<file path="src/upc_pkg.sv">
// Shared types, constants and word-sum helpers for the UDP pseudo-header partial sum core.
package upc_pkg;

	localparam int CFG_AW = 6;
	localparam int CFG_DW = 64;
	localparam int LEN_W = 11;
	localparam int BYTE_W = 8;
	localparam int SUM_W = 32;
	localparam int CMP_W = 17;
	localparam int HDR_BYTES = 8;
	localparam logic [7:0] PROTOCOL_RESET = 8'd17;

	typedef enum logic [2:0] {
		REG_IPV6_MODE = 3'd0,
		REG_SRC_HI    = 3'd1,
		REG_SRC_LO    = 3'd2,
		REG_DST_HI    = 3'd3,
		REG_DST_LO    = 3'd4,
		REG_PORT_PAIR = 3'd5,
		REG_PROTOCOL  = 3'd6,
		REG_UDP_CKSUM = 3'd7
	} reg_idx_t;

	typedef enum logic {
		KIND_BEGIN = 1'b0,
		KIND_BYTE  = 1'b1
	} kind_t;

	// Precomputed word sums of the configuration, refreshed every cycle.
	typedef struct packed {
		logic        ipv6;
		logic [17:0] src_hi;
		logic [17:0] src_lo;
		logic [17:0] dst_hi;
		logic [17:0] dst_lo;
		logic [16:0] src_v4;
		logic [16:0] dst_v4;
		logic [17:0] misc;
	} hdr_sum_t;

	typedef struct packed {
		kind_t             kind;
		logic [LEN_W-1:0]  udp_length;
		logic              has_payload;
		logic [BYTE_W-1:0] payload_byte;
	} item_t;

	function automatic logic [17:0] word_sum4(input logic [63:0] v);
		logic [17:0] s;
		s = 18'(v[63:48]) + 18'(v[47:32]) + 18'(v[31:16]) + 18'(v[15:0]);
		return s;
	endfunction

	function automatic logic [16:0] word_sum2(input logic [31:0] v);
		logic [16:0] s;
		s = 17'(v[31:16]) + 17'(v[15:0]);
		return s;
	endfunction

endpackage

</file>
<file path="src/upc_cfg.sv">
// Configuration register file with APB-style access and registered header word sums.
module upc_cfg import upc_pkg::*; (
	input  logic              clk,
	input  logic              arst_n,
	input  logic              psel,
	input  logic              penable,
	input  logic              pwrite,
	input  logic [CFG_AW-1:0] paddr,
	input  logic [CFG_DW-1:0] pwdata,
	output logic [CFG_DW-1:0] prdata,
	output logic              pready,
	output hdr_sum_t          hdr_sum
);

	logic        ipv6_q;
	logic [63:0] src_hi_q;
	logic [63:0] src_lo_q;
	logic [63:0] dst_hi_q;
	logic [63:0] dst_lo_q;
	logic [31:0] port_pair_q;
	logic [7:0]  protocol_q;
	logic [15:0] cksum_q;
	logic        wr_en;
	reg_idx_t    idx;
	hdr_sum_t    hdr_sum_q;

	assign pready = 1'b1;
	assign wr_en = psel & penable & pwrite & pready;
	assign idx = reg_idx_t'(paddr[CFG_AW-1:3]);

	always_ff @(posedge clk or negedge arst_n) begin
		if (!arst_n) begin
			ipv6_q      <= 1'b0;
			src_hi_q    <= '0;
			src_lo_q    <= '0;
			dst_hi_q    <= '0;
			dst_lo_q    <= '0;
			port_pair_q <= '0;
			protocol_q  <= PROTOCOL_RESET;
			cksum_q     <= '0;
		end else if (wr_en) begin
			case (idx)
				REG_IPV6_MODE: ipv6_q <= pwdata[0];
				REG_SRC_HI:    src_hi_q <= pwdata;
				REG_SRC_LO:    src_lo_q <= pwdata;
				REG_DST_HI:    dst_hi_q <= pwdata;
				REG_DST_LO:    dst_lo_q <= pwdata;
				REG_PORT_PAIR: port_pair_q <= pwdata[31:0];
				REG_PROTOCOL:  protocol_q <= pwdata[7:0];
				REG_UDP_CKSUM: cksum_q <= pwdata[15:0];
				default: ;
			endcase
		end
	end

	always_comb begin
		case (idx)
			REG_IPV6_MODE: prdata = CFG_DW'(ipv6_q);
			REG_SRC_HI:    prdata = src_hi_q;
			REG_SRC_LO:    prdata = src_lo_q;
			REG_DST_HI:    prdata = dst_hi_q;
			REG_DST_LO:    prdata = dst_lo_q;
			REG_PORT_PAIR: prdata = CFG_DW'(port_pair_q);
			REG_PROTOCOL:  prdata = CFG_DW'(protocol_q);
			REG_UDP_CKSUM: prdata = CFG_DW'(cksum_q);
			default:       prdata = '0;
		endcase
	end

	// The user must change registers only while idle; the block does not enforce it. The registered sums then lag unseen.
	always_ff @(posedge clk) begin
		hdr_sum_q.ipv6   <= ipv6_q;
		hdr_sum_q.src_hi <= word_sum4(src_hi_q);
		hdr_sum_q.src_lo <= word_sum4(src_lo_q);
		hdr_sum_q.dst_hi <= word_sum4(dst_hi_q);
		hdr_sum_q.dst_lo <= word_sum4(dst_lo_q);
		hdr_sum_q.src_v4 <= word_sum2(src_lo_q[31:0]);
		hdr_sum_q.dst_v4 <= word_sum2(dst_lo_q[31:0]);
		hdr_sum_q.misc   <= 18'(protocol_q) + 18'(port_pair_q[31:16]) + 18'(port_pair_q[15:0])
			+ 18'(cksum_q);
	end

	assign hdr_sum = hdr_sum_q;

endmodule

</file>
<file path="src/upc_acc.sv">
// Packet state, byte pairing, accumulator and result register.
module upc_acc import upc_pkg::*; #(
	parameter int MAX_PAYLOAD = 1472
) (
	input  logic             clk,
	input  logic             arst_n,
	input  logic             item_valid,
	input  item_t            item,
	input  hdr_sum_t         hdr_sum,
	output logic             adv,
	output logic             out_valid,
	input  logic             out_stall,
	output logic [SUM_W-1:0] partial_sum
);

	localparam int CNT_W = $clog2(MAX_PAYLOAD + 1);

	logic [SUM_W-1:0]  acc_q;
	logic [CNT_W-1:0]  left_q;
	logic [BYTE_W-1:0] held_q;
	logic              pend_q;
	logic              open_q;
	logic              out_valid_q;
	logic [SUM_W-1:0]  sum_q;

	logic [19:0]       v6_sum;
	logic [19:0]       addr_sum;
	logic [SUM_W-1:0]  begin_sum;
	logic [CMP_W-1:0]  raw_cnt;
	logic [CMP_W-1:0]  sat_cnt;
	logic [15:0]       byte_word;
	logic [SUM_W-1:0]  byte_sum;
	logic              last_byte;
	logic              do_begin;
	logic              do_byte;

	assign adv = !out_valid_q || !out_stall;

	assign v6_sum = 20'(hdr_sum.src_hi) + 20'(hdr_sum.src_lo) + 20'(hdr_sum.dst_hi)
		+ 20'(hdr_sum.dst_lo);
	assign addr_sum = hdr_sum.ipv6 ? v6_sum : 20'(hdr_sum.src_v4) + 20'(hdr_sum.dst_v4);
	// Length appears once in the pseudo-header and once in the UDP header.
	assign begin_sum = SUM_W'(addr_sum) + SUM_W'(hdr_sum.misc) + SUM_W'({item.udp_length, 1'b0});

	assign raw_cnt = (item.has_payload && item.udp_length > LEN_W'(HDR_BYTES))
		? CMP_W'(item.udp_length - LEN_W'(HDR_BYTES)) : '0;
	assign sat_cnt = (raw_cnt > CMP_W'(MAX_PAYLOAD)) ? CMP_W'(MAX_PAYLOAD) : raw_cnt;

	assign last_byte = (left_q == CNT_W'(1));
	// Second byte of a pair closes the word; a lone final byte is padded low.
	assign byte_word = pend_q ? {held_q, item.payload_byte} : {item.payload_byte, 8'h00};
	assign byte_sum = acc_q + SUM_W'(byte_word);

	assign do_begin = item_valid && adv && (item.kind == KIND_BEGIN);
	assign do_byte  = item_valid && adv && (item.kind == KIND_BYTE) && open_q;

	always_ff @(posedge clk or negedge arst_n) begin
		if (!arst_n) begin
			acc_q       <= '0;
			left_q      <= '0;
			held_q      <= '0;
			pend_q      <= 1'b0;
			open_q      <= 1'b0;
			out_valid_q <= 1'b0;
		end else begin
			if (adv) begin
				out_valid_q <= 1'b0;
			end
			if (do_begin) begin
				acc_q  <= begin_sum;
				held_q <= '0;
				pend_q <= 1'b0;
				if (sat_cnt == '0) begin
					open_q      <= 1'b0;
					left_q      <= '0;
					out_valid_q <= 1'b1;
				end else begin
					open_q <= 1'b1;
					left_q <= sat_cnt[CNT_W-1:0];
				end
			end else if (do_byte) begin
				left_q <= left_q - CNT_W'(1);
				if (pend_q || last_byte) begin
					acc_q  <= byte_sum;
					pend_q <= 1'b0;
				end else begin
					held_q <= item.payload_byte;
					pend_q <= 1'b1;
				end
				if (last_byte) begin
					open_q      <= 1'b0;
					out_valid_q <= 1'b1;
				end
			end
		end
	end

	always_ff @(posedge clk) begin
		if (do_begin) begin
			sum_q <= begin_sum;
		end else if (do_byte && last_byte) begin
			sum_q <= byte_sum;
		end
	end

	assign out_valid = out_valid_q;
	assign partial_sum = sum_q;

endmodule

</file>
<file path="src/udp_pseudo_header_partial_sum_core.sv">
// Top level of the UDP pseudo-header partial sum core: input register, config and accumulator.
//
//   port group    | direction | handshake          | carries
//   input items   | in        | in_valid/in_stall  | kind, udp_length, has_payload, payload_byte
//   results       | out       | out_valid/out_stall| partial_sum
//   configuration | in/out    | APB (psel/penable) | eight registers at byte address 8*i
//
// One transaction per cycle in unless in_stall is high; results are registered after the input register.
// The input register feeds the update logic into the accumulator and result register.
// Reset clears packet state and the configuration registers (protocol resets to 17); no clearing pass.
// While a result is held by out_stall, at most one more transaction is taken into the input register,
// then in_stall rises until the result is taken.
module udp_pseudo_header_partial_sum_core import upc_pkg::*; #(
	parameter int MAX_PAYLOAD = 1472
) (
	input  logic              clk,
	input  logic              arst_n,
	input  logic              in_valid,
	output logic              in_stall,
	input  logic              kind,
	input  logic [LEN_W-1:0]  udp_length,
	input  logic              has_payload,
	input  logic [BYTE_W-1:0] payload_byte,
	output logic              out_valid,
	input  logic              out_stall,
	output logic [SUM_W-1:0]  partial_sum,
	input  logic              psel,
	input  logic              penable,
	input  logic              pwrite,
	input  logic [CFG_AW-1:0] paddr,
	input  logic [CFG_DW-1:0] pwdata,
	output logic [CFG_DW-1:0] prdata,
	output logic              pready
);

	logic     valid_s1;
	item_t    item_s1;
	logic     adv;
	logic     load;
	hdr_sum_t hdr_sum;

	assign in_stall = valid_s1 && !adv;
	assign load = in_valid && !in_stall;

	always_ff @(posedge clk or negedge arst_n) begin
		if (!arst_n) begin
			valid_s1 <= 1'b0;
		end else if (load) begin
			valid_s1 <= 1'b1;
		end else if (adv) begin
			valid_s1 <= 1'b0;
		end
	end

	always_ff @(posedge clk) begin
		if (load) begin
			item_s1.kind         <= kind_t'(kind);
			item_s1.udp_length   <= udp_length;
			item_s1.has_payload  <= has_payload;
			item_s1.payload_byte <= payload_byte;
		end
	end

	upc_cfg u_cfg (
		.clk     (clk),
		.arst_n  (arst_n),
		.psel    (psel),
		.penable (penable),
		.pwrite  (pwrite),
		.paddr   (paddr),
		.pwdata  (pwdata),
		.prdata  (prdata),
		.pready  (pready),
		.hdr_sum (hdr_sum)
	);

	upc_acc #(
		.MAX_PAYLOAD (MAX_PAYLOAD)
	) u_acc (
		.clk         (clk),
		.arst_n      (arst_n),
		.item_valid  (valid_s1),
		.item        (item_s1),
		.hdr_sum     (hdr_sum),
		.adv         (adv),
		.out_valid   (out_valid),
		.out_stall   (out_stall),
		.partial_sum (partial_sum)
	);

endmodule

</file>
<file path="config.mk">
export PLATFORM = sky130hd
export DESIGN_NAME = udp_pseudo_header_partial_sum_core
export DESIGN_NICKNAME = d
export VERILOG_FILES = /design/src/upc_pkg.sv /design/src/upc_cfg.sv /design/src/upc_acc.sv /design/src/udp_pseudo_header_partial_sum_core.sv
export SDC_FILE = /design/constraint.sdc
export NUM_CORES = 1
export LEC_CHECK = 0
export ABC_AREA = 1
export BUFFER_PORTS_ARGS = -buffer_cell sky130_fd_sc_hd__buf_2
export CORE_MARGIN = 4
export CORE_UTILIZATION = 50
export CTS_CLUSTER_SIZE = 40
export DETAILED_ROUTE_END_ITERATION = 8
export PLACE_DENSITY = 0.67
export SLEW_MARGIN = 40
export SYNTH_ARGS = -nofsm -noshare
export SYNTH_HDL_FRONTEND = slang
export SYNTH_SLANG_ARGS = --single-unit
</file>
<file path="constraint.sdc">
create_clock -name clk -period 8.5 [get_ports clk]
set_input_delay 1.7 -clock clk [delete_from_list [all_inputs] [get_ports clk]]
set_output_delay 1.7 -clock clk [all_outputs]
set_load 0.005 [all_outputs]
</file>
==> flow_summary.ini <==
[grt]
grt.overflow.total = 0
grt.total_usage_pct = 29.2
grt_pass1_vias = 31500
antenna_found_initial = 11
grt_max_degree = 126
grt_pass1_wl_um = 177000

[timing]
finalHoldViolCount = 0
fin_crit_sh_pct = 77.7
timing.fmax_ghz = 0.151
tightest_slew_ns = 0.922
slew_headroom_pct = 38.3
maxSlewViolCount = 0
fin_worst_skew_ns = 0.0227
tns_ns = 0
rsz0062_at_grt = no
min_period_ns = 6.61
setup_violations = 0

[worst_setup_path]
r2r_setup_slack_ns = 1.89
cp.arrival_ns = 6.97
path_common_cell = nand2_1
crit_path_max_incr_delay_ns = 0.50
end_kind = flop
slowest_stage = fa_1
worst-r2r-cell-count = 36
r2r-end = u_acc.partial_sum[19]
critPathKind = reg2reg
worst-path-max-fanout = 5
cp-start-kind = flop
r2r-start = u_cfg.hdr_sum[88]
cp.required_ns = 8.86

[routing]
antenna_left = 0
viasPerCell = 5.50
num_vias = 32000
drc = 0
drt-initial-drc-count = 2661
first_pass_iters = 6
drt-wirelength-per-cell_um = 19.8
postRouteWirelength_um = 116000

[floorplanning]
die_area_mm2 = 0.0785
start_util_pct = 50.6
fp.dieH_um = 280
io_pins = 197
die_x_um = 280
coreArea_mm2 = 0.0732
rows = 99

[clocking]
clk_latency_ns = 0.62
cts_hold_buffers = 0
ctsResizeCount = 0
cts.sinks = 546
cts-root-buf = clkbuf_16
clk_pin_slew_ns = 0.06
htreeDepth = 3
cts_tree = yes
cts_made_buffers = 67
cts_buffer_depth = 3
post_cts_buffers = 0

[finish]
final_layout_size_suffix_gt1_share_pct = 8.99
fill_cells = 6868
finalNonFillerCells = 5823
fin_nets = 5312
syn2layout_area_growth_pct = 11.3

[synthesis]
synth_area_leaders = dfrtp_1 25%, ha_1 9.7%, nand2_1 9.7%, inv_1 8.3%, dfxtp_1 6.8%
synth_nets = 5142
syn_area_mm2 = 0.0370
ys_async_sr_fraction_pct = 67.4
synthCells = 4640
synth_edf_count = 53
ys_ff_latch = 546
ys_seq_area_share_pct = 35.9
synth_area_leader_cell = dfrtp_1
yosysTopAreaCellShare_pct = 24.7
ys.flop_type = dfrtp_1
syn_avg_cell_area_um2 = 7.98
synth_warnings = 0
synth_cell_type_count = 72

[run]
maxCapViolCount = 0

[placed_design]
placed_cells = 5700
gp_congestion = 0.987
hpwl_um = 91300
port_buffers = 192

[min_path]
worstHoldStart = u_cfg.ipv6_q
holdPathStages = 0
min_path_type = reg2reg
min_to = u_cfg.hdr_sum[124]

[outcome]
status = finished clean
## area by class of cell
cell class              count  area, µm²  area share (%)
diodes                      4       10.0          0.0243
well taps                 959       1200            2.91
flip-flops and latches    546      13300            32.3
repair buffers            220       1200            2.91
inverters                 828       3110            7.54
multi-input cells        3147      20200            49.0
clock inverters            28        298           0.722
clock buffers              91       1890            4.58
## logic make-up (layout without fill, tap and decap cells)
| logic type | Yosys count | count (layout) | synth area share (%) |
|---|---|---|---|
| buffers and inverters | 947 | 1167 | 9.69 |
| DFF | 546 | 546 | 35.9 |
| other | 1 | 5 | 0.0101 |
| xor gates and xnor gates | 228 | 228 | 5.39 |
| and+or+nand+nor | 1440 | 1440 | 16.5 |
| AOI/OAI and AO/OA | 1073 | 1073 | 16.4 |
| adders and majority gates | 404 | 404 | 16.0 |
| muxes | 1 | 1 | 0.0270 |
## worst max path at each step
| stage | to | cells after the start | start |
|---|---|---|---|
| 2_1_floorplan | u_acc.partial_sum[19] | 36 | u_cfg.hdr_sum[88] |
| 3_3_place_gp | u_acc.partial_sum[19] | 36 | u_cfg.hdr_sum[88] |
| 3_5_place_dp | u_acc.partial_sum[19] | 36 | u_cfg.hdr_sum[88] |
| 4_1_cts | u_acc.partial_sum[19] | 36 | u_cfg.hdr_sum[88] |
| 5_1_grt | u_acc.partial_sum[19] | 38 | u_cfg.hdr_sum[88] |
| 6_report | u_acc.partial_sum[19] | 36 | u_cfg.hdr_sum[88] |
## metal layers
layer  up-vias  wire length, µm  GRT usage (%)
met5         -               14              0
met4         2             5840           12.7
met3       259             7570           3.88
met2      1134            55700           50.3
met1     15100            46400           36.9
li1      15500                -              -
## flip-flops by register name, indices dropped and copies added, names as in the netlist
signal             cells
u_acc.out_valid        1
u_cfg.ipv6_q           1
u_acc.open_q           1
u_cfg.hdr_sum        125
u_cfg.dst_lo_q        64
item_s1               21
valid_s1               1
u_acc.acc_q           32
u_cfg.port_pair_q     32
u_cfg.protocol_q       8
u_acc.held_q           8
u_cfg.src_lo_q        64
u_cfg.dst_hi_q        64
u_acc.partial_sum     32
u_cfg.src_hi_q        64
u_acc.left_q          11
u_acc.pend_q           1
u_cfg.cksum_q         16
## worst max-delay path: cells and delay by family, from the launching register on
| kind | cells | cell delay [ns] |
|---|---|---|
| AOI/OAI and AO/OA | 6 | 1.12 |
| adders and majority gates | 6 | 2.14 |
| buffers and inverters | 4 | 0.29 |
| xor gates and xnor gates | 3 | 0.44 |
| and+or+nand+nor | 17 | 2.06 |
| DFF | 1 | 0.31 |
## per-stage QoR
stage	worst slack, ns	util (%)	instance area (µm²)	hold WS (ns)
after floorplan	2.87	-	37000	0.347
after global placement	1.95	53.3	39000	0.461
after detailed placement	1.88	53.3	39000	0.456
after CTS	1.87	56.3	41200	0.470
after global routing	1.31	56.3	41200	0.506
final	1.89	56.3	41200	0.477
## cells in the mapped netlist, types with 50 or more instances
cell / number
nand2_1: 953
edfxtp_1: 53
inv_1: 814
ha_1: 288
clkbuf_1: 91
o21ai_0: 442
nor3_1: 50
xnor2_1: 63
dfxtp_1: 125
nand3_1: 116
xor2_1: 165
dfrtp_1: 366
fa_1: 116
a21oi_1: 316
nor2_1: 199
## layout by cell type, fill, tap and decap left out, drive strengths merged, types with 3 or more instances in the layout
| master | instances |
|---|---|
| nor4 | 6 |
| nand4 | 22 |
| xor2 | 165 |
| or2 | 5 |
| o31ai | 15 |
| nand3b | 13 |
| o221ai | 16 |
| nor3 | 62 |
| clkinvlp | 3 |
| a21o | 10 |
| buf | 220 |
| o2111ai | 9 |
| and2 | 5 |
| a22oi | 37 |
| a31oi | 26 |
| edfxtp | 53 |
| a211oi | 5 |
| ha | 288 |
| a21oi | 321 |
| o21a | 8 |
| o22ai | 31 |
| inv | 834 |
| xnor2 | 63 |
| fa | 116 |
| o21bai | 15 |
| o21ai | 489 |
| o211ai | 41 |
| clkinv | 15 |
| nand3 | 127 |
| nand2 | 981 |
| a221oi | 25 |
| a21boi | 16 |
| nor2 | 216 |
| dfrtp | 366 |
| clkbuf | 91 |
| diode | 4 |
| bufinv | 4 |
| dfxtp | 125 |
Power is not shown: default switching activity piles up to over one toggle a cycle in this logic, so the estimate is an artifact.
